$ cat src/rtl/core/sha1s_pkg.sv
package sha1s_pkg;

	typedef struct packed {
		logic [7:0] data_byte;
		logic       byte_present;
		logic       end_of_message;
	} in_beat_t;

	typedef struct packed {
		logic [31:0] digest_word;
		logic [2:0]  word_index;
		logic        last_word;
	} out_beat_t;

	localparam int unsigned NUM_H = 5;
	localparam logic [2:0] LAST_IDX = 3'd4;

	localparam logic [31:0] INIT_H [NUM_H] = '{
		32'h6745_2301, 32'hEFCD_AB89, 32'h98BA_DCFE, 32'h1032_5476, 32'hC3D2_E1F0
	};

	localparam logic [31:0] K_0 = 32'h5A82_7999;
	localparam logic [31:0] K_1 = 32'h6ED9_EBA1;
	localparam logic [31:0] K_2 = 32'h8F1B_BCDC;
	localparam logic [31:0] K_3 = 32'hCA62_C1D6;

	localparam logic [6:0] LAST_ROUND = 7'd79;
	localparam logic [5:0] LAST_POS   = 6'd63;
	localparam logic [5:0] LEN_POS    = 6'd56;
	localparam logic [7:0] PAD_MARK   = 8'h80;

endpackage

$ cat src/rtl/core/sha1_stream_hash_top.sv
// SHA-1 over a byte stream. Each input beat may carry one message byte and may
// mark the end of the message; a beat with both takes the byte first. A beat with
// no byte and no end mark changes nothing. Bytes are shifted into a 512-bit block
// register, one per cycle while the input is ready. The beat that completes a
// 64-byte block also starts the compression: one shared round unit runs the 80
// rounds, one round per cycle, then the add state adds the working words into the
// chaining words; the input is held off until the add is done.
// On the end mark the padding (0x80, zeros, 64-bit big-endian bit length) is
// shifted in one byte per cycle through the same block register, up to 72 bytes
// in all, with one or two compressions between them. The digest then
// leaves as five output beats, h0 first, with word_index 0 to 4 and last_word on
// the fifth; the input is not ready until the last of them has been taken, after
// which the chaining words and the byte count are back at their start values.
module sha1_stream_hash_top
	import sha1s_pkg::*;
(
	input  logic      clk,
	input  logic      arst_n,
	input  logic      in_valid,
	output logic      in_ready,
	input  in_beat_t  in_beat,
	output logic      out_valid,
	input  logic      out_ready,
	output out_beat_t out_beat
);

	typedef enum logic [2:0] {
		ST_IDLE,
		ST_PAD,
		ST_ROUND,
		ST_ADD,
		ST_OUT
	} state_t;

	state_t      state_q;
	logic [31:0] chain_q [NUM_H];
	logic [60:0] cnt_q;     // message length in bytes, wraps
	logic [5:0]  fill_q;    // byte position in the current block
	logic [6:0]  rnd_q;
	logic [2:0]  idx_q;
	logic        pad_q;     // message ended, padding under way
	logic        first_q;   // next pad byte is the 0x80 mark
	logic        len_q;     // length bytes being shifted in

	// block register: word j of the window sits at [511-32*j -: 32]
	logic [511:0] blk_q;
	logic [31:0]  a_q, b_q, c_q, d_q, e_q;

	logic        take_byte;
	logic        shift_byte;
	logic        go_round;
	logic        is_len;
	logic [7:0]  pad_byte;
	logic [7:0]  new_byte;
	logic [63:0] len_bits;
	logic [63:0] len_shifted;
	logic [31:0] w0, w2, w8, w13, w_mix, w_new;
	logic [31:0] f_val, k_val, t_sum;

	assign in_ready  = (state_q == ST_IDLE);
	assign out_valid = (state_q == ST_OUT);
	assign out_beat  = '{digest_word: chain_q[0], word_index: idx_q,
		last_word: (idx_q == LAST_IDX)};

	assign take_byte = in_ready && in_valid && in_beat.byte_present;
	assign shift_byte = take_byte || (state_q == ST_PAD);
	assign go_round  = shift_byte && (fill_q == LAST_POS);

	// padding byte: mark first, zeros up to position 56, then the bit length
	assign is_len      = !first_q && (len_q || fill_q == LEN_POS);
	assign len_bits    = {cnt_q, 3'b000};
	assign len_shifted = len_bits << {fill_q[2:0], 3'b000};

	always_comb begin
		if (first_q) begin
			pad_byte = PAD_MARK;
		end else if (is_len) begin
			pad_byte = len_shifted[63:56];
		end else begin
			pad_byte = 8'h00;
		end
	end

	assign new_byte = (state_q == ST_PAD) ? pad_byte : in_beat.data_byte;

	// message schedule off fixed taps of the sliding window
	assign w0    = blk_q[511 -: 32];
	assign w2    = blk_q[511 - 64 -: 32];
	assign w8    = blk_q[511 - 256 -: 32];
	assign w13   = blk_q[511 - 416 -: 32];
	assign w_mix = w13 ^ w8 ^ w2 ^ w0;
	assign w_new = {w_mix[30:0], w_mix[31]};

	// shared round unit
	always_comb begin
		if (rnd_q < 7'd20) begin
			f_val = (b_q & c_q) | (~b_q & d_q);
			k_val = K_0;
		end else if (rnd_q < 7'd40) begin
			f_val = b_q ^ c_q ^ d_q;
			k_val = K_1;
		end else if (rnd_q < 7'd60) begin
			f_val = (b_q & c_q) | (b_q & d_q) | (c_q & d_q);
			k_val = K_2;
		end else begin
			f_val = b_q ^ c_q ^ d_q;
			k_val = K_3;
		end
	end

	assign t_sum = {a_q[26:0], a_q[31:27]} + f_val + e_q + k_val + w0;

	// sequencer, chaining words and output beat
	always_ff @(posedge clk or negedge arst_n) begin
		if (!arst_n) begin
			state_q <= ST_IDLE;
			for (int i = 0; i < NUM_H; i++) begin
				chain_q[i] <= INIT_H[i];
			end
			cnt_q   <= '0;
			fill_q  <= '0;
			rnd_q   <= '0;
			idx_q   <= '0;
			pad_q   <= 1'b0;
			first_q <= 1'b0;
			len_q   <= 1'b0;
		end else begin
			unique case (state_q)
				ST_IDLE: begin
					if (in_valid) begin
						if (in_beat.byte_present) begin
							cnt_q  <= cnt_q + 61'd1;
							fill_q <= fill_q + 6'd1;
						end
						if (in_beat.end_of_message) begin
							pad_q   <= 1'b1;
							first_q <= 1'b1;
						end
						if (go_round) begin
							rnd_q   <= '0;
							state_q <= ST_ROUND;
						end else if (in_beat.end_of_message) begin
							state_q <= ST_PAD;
						end
					end
				end
				ST_PAD: begin
					fill_q  <= fill_q + 6'd1;
					first_q <= 1'b0;
					len_q   <= is_len;
					if (go_round) begin
						rnd_q   <= '0;
						state_q <= ST_ROUND;
					end
				end
				ST_ROUND: begin
					rnd_q <= rnd_q + 7'd1;
					if (rnd_q == LAST_ROUND) begin
						state_q <= ST_ADD;
					end
				end
				ST_ADD: begin
					chain_q[0] <= chain_q[0] + a_q;
					chain_q[1] <= chain_q[1] + b_q;
					chain_q[2] <= chain_q[2] + c_q;
					chain_q[3] <= chain_q[3] + d_q;
					chain_q[4] <= chain_q[4] + e_q;
					if (!pad_q) begin
						state_q <= ST_IDLE;
					end else if (len_q) begin
						idx_q   <= '0;
						state_q <= ST_OUT;
					end else begin
						state_q <= ST_PAD;
					end
				end
				ST_OUT: begin
					if (out_ready) begin
						// rotate the digest out and the start values in behind it
						for (int i = 0; i < NUM_H - 1; i++) begin
							chain_q[i] <= chain_q[i + 1];
						end
						chain_q[NUM_H - 1] <= INIT_H[idx_q];
						idx_q <= idx_q + 3'd1;
						if (idx_q == LAST_IDX) begin
							cnt_q   <= '0;
							pad_q   <= 1'b0;
							len_q   <= 1'b0;
							state_q <= ST_IDLE;
						end
					end
				end
				default: begin
					state_q <= ST_IDLE;
				end
			endcase
		end
	end

	// block window and working words
	always_ff @(posedge clk) begin
		if (shift_byte) begin
			blk_q <= {blk_q[503:0], new_byte};
		end else if (state_q == ST_ROUND) begin
			blk_q <= {blk_q[479:0], w_new};
		end
		if (go_round) begin
			a_q <= chain_q[0];
			b_q <= chain_q[1];
			c_q <= chain_q[2];
			d_q <= chain_q[3];
			e_q <= chain_q[4];
		end else if (state_q == ST_ROUND) begin
			a_q <= t_sum;
			b_q <= a_q;
			c_q <= {b_q[1:0], b_q[31:2]};
			d_q <= c_q;
			e_q <= d_q;
		end
	end

endmodule

$ cat config.mk
export PLATFORM = sky130hd
export DESIGN_NAME = sha1_stream_hash_top
export DESIGN_NICKNAME = d
export VERILOG_FILES = /design/src/rtl/core/sha1s_pkg.sv /design/src/rtl/core/sha1_stream_hash_top.sv
export SDC_FILE = /design/constraint.sdc
export NUM_CORES = 2
export LEC_CHECK = 0
export BUFFER_PORTS_ARGS = -buffer_cell sky130_fd_sc_hd__buf_2
export CORE_MARGIN = 2
export CORE_UTILIZATION = 55
export DETAILED_ROUTE_END_ITERATION = 6
export HOLD_SLACK_MARGIN = 0.05
export PLACE_DENSITY = 0.71
export SLEW_MARGIN = 25
export SYNTH_ARGS = -nofsm -noshare
export SYNTH_HDL_FRONTEND = slang
export SYNTH_SLANG_ARGS = --single-unit
$ cat constraint.sdc
create_clock -name clk -period 18.6 [get_ports clk]
set_clock_uncertainty 0.15 [all_clocks]
set_input_delay 4.65 -clock clk [delete_from_list [all_inputs] [get_ports clk]]
set_output_delay 4.65 -clock clk [all_outputs]
set_load 0.01 [all_outputs]
==> metrics.yaml <==
path_cells: "buf_2 > a21oi_1 > nor3_4 > buf_4 > and4_4 > a21oi_1 > nor2_4 > buf_4"
p_int_mw: 6.22
start_kind: "input port"
cts_tree: "yes"
wl_um: 135000
antenna_found_initial: 1
worst_path_max_delay_cell: "buf_4"
whs_ns: 0.326
start_util: 0.555
drtPass1Iterations: 7
root_buffer: "clkbuf_16"
critPathArrivalTime_ns: 8.47
multi_input_area_um2: 25300
drive_gt1_frac: 0.0841
layoutNonFillerInstCount: 6875
pre_cts_ws_ns: 9.62
clock_latency_ns: 0.70
dpl-instance-area_um2: 54700
rows: 114
cpPeakStageDelay_ns: 0.90
htreeDepth: 3
port_buffers: 51
grt_pass1_wl_um: 213000
netlist_instances: 5615
setup_violations: 0
dp.cells: 6695
postCtsSetupBuffers: 0
hold_violations: 0
critPathKind: "input port to flop"
overflow: 0
synthArstFlopShare: 0.266
r2r_slack_ns: 11.40
cts_resized: 0
fin_ws_ns: 10.28
routed_via_density: 5.77
ys_seq_elements: 915
dp_hpwl_um: 92800
ant_nets: 0
largest_register_ffs: 512
drv_slew: 0
top_regs: "blk_q: 512 flops, chain_q: 128 flops, cnt_q: 61 flops"
relSlewSlack: 0.268
p_per_area_nw_per_um2: 178
endpoint_kind: "flop"
fin_util: 0.599
p_seq_frac: 0.393
regMostFlops: "blk_q"
gp_congestion: 0.954
pwr-share-clk: 0.190
synth_area_um2: 53700
final.min_clock_period_ns: 8.32
cts_hold_buf: 0
p_leak_nw: 25.0
dieArea_um2: 100000
grtUsageTotal: 0.271
ys_seq_area_frac: 0.491
switching_share: 0.397
synth.distinct_cells: 78
clk_pin_slew_ns: 0.06
io_pins: 52
die_h_um: 317
max_cap_violations: 0
worstRegToRegCells: 24
wl_per_cell_um: 19.6
syn_avg_cell_area_um2: 9.57
clock.fmax_mhz: 120
rsz0062_at_grt: "false"
synth_warnings: 0
worstMarginPinSlew_ns: 1.10
hold-path-cell-count: 1
hp-class: "flop to flop"
grt_pass1_vias: 37900
worstPathRequired_ns: 18.75
synth_edf_count: 672
drtIter0Drc: 4148
cts_made_buffers: 98
cts.sinks: 915
fill_cells: 8145
ys.flop_type: "edfxtp_1"
vias: 39700
status: "complete, no violations"
remaining_drc_errors: 0
syn_to_final_growth_pct: 7.82
syn_nets: 5953
post-route-period-util: 0.447
fin_nets: 5857
seq_area_um2: 26400
finalPower_mw: 10.3
cp_max_fo: 87
switchingPower_mw: 4.10
grt_max_degree: 238
layout_common_cells: "nand2_1 (1729), edfxtp_1 (672), nor2_1 (345)"
tns_ns: 0
layout_commonest_cell: "nand2_1"
antenna_cells: 0
die_w_um: 317
final_area_um2: 57900
core_area_um2: 96700
ir_drop_mv: 0.158
p_comb_frac: 0.417
clockBufferDepth: 3
## power by group through the flow
| stage | logic [mW] | clock network (mW) | registers (mW) |
|---|---|---|---|
| 2_1_floorplan | 3.37 | 0 | 4.03 |
| 3_3_place_gp | 4.15 | 0 | 4.07 |
| 3_5_place_dp | 4.26 | 0 | 4.08 |
| 4_1_cts | 4.29 | 1.99 | 4.05 |
| 5_1_grt | 4.87 | 2.07 | 4.15 |
| 6_report | 4.30 | 1.96 | 4.05 |
## metal layers
metal  vias to the layer above  global-route usage  share of wire
li1                      19000                   -              -
met4                         2              0.0967          0.036
met1                     19200               0.386           0.44
met2                      1249               0.428           0.46
met3                       226              0.0379          0.064
met5                         -                   0       0.000096
## path summary, 6_finish.rpt
path,startpoint,endpoint
hold / removal,fill_q[5],fill_q[5]
setup reg to reg,rnd_q[3],a_q[19]
setup / recovery,in_valid,c_q[14]
hold reg to reg,fill_q[5],fill_q[5]
max in group asynchronous,arst_n,out_beat[10]
min in group asynchronous,arst_n,cnt_q[29]
## layout make-up
type / count / area share
timing repair buffer: 89 / 0.0103
clock buffer: 132 / 0.0469
inverter: 246 / 0.0160
clock inverter: 48 / 0.00780
tap: 1276 / 0.0276
multi-input combinational: 4169 / 0.436
sequential: 915 / 0.455
## synth_stat cells, drive strengths merged (31+ instances only)
| library cell | instances | share of area |
|---|---|---|
| mux2 | 117 | 0.025 |
| nor2 | 348 | 0.024 |
| nand4 | 31 | 0.0036 |
| dfrtp | 163 | 0.076 |
| fa | 125 | 0.047 |
| nand2 | 1733 | 0.12 |
| o21ai | 284 | 0.027 |
| nor2b | 31 | 0.0036 |
| dfstp | 80 | 0.039 |
| edfxtp | 672 | 0.38 |
| nand3 | 73 | 0.0068 |
| xnor2 | 194 | 0.032 |
| nand2b | 31 | 0.0036 |
| nor3 | 46 | 0.0047 |
| and3 | 45 | 0.0052 |
| buf | 50 | 0.0064 |
| xor2 | 106 | 0.017 |
| ha | 199 | 0.046 |
| a21o | 90 | 0.013 |
| inv | 245 | 0.017 |
| clkbuf | 235 | 0.016 |
| o21a | 33 | 0.0046 |
| or3 | 32 | 0.0037 |
| a21oi | 340 | 0.032 |
| a31oi | 31 | 0.0036 |
## cell families (layout without fill, tap and decap cells)
| logic type | Yosys count | count (layout) | share of synthesized area |
|---|---|---|---|
| simple gates | 2402 | 2402 | 0.181 |
| compound gates | 984 | 984 | 0.111 |
| flops | 915 | 915 | 0.491 |
| buf+inv | 531 | 515 | 0.0401 |
| fa+ha+maj | 324 | 324 | 0.0929 |
| xor+xnor | 300 | 300 | 0.0489 |
| mux | 159 | 159 | 0.0354 |
## worst max-delay path, delay by kind of cell
kind | cells | cell delay (ns)
AO/OA/AOI/OAI | 2 | 0.30
buffers and inverters | 3 | 1.68
AND/OR/NAND/NOR | 3 | 1.71
Power figures use the tool's default switching activity.
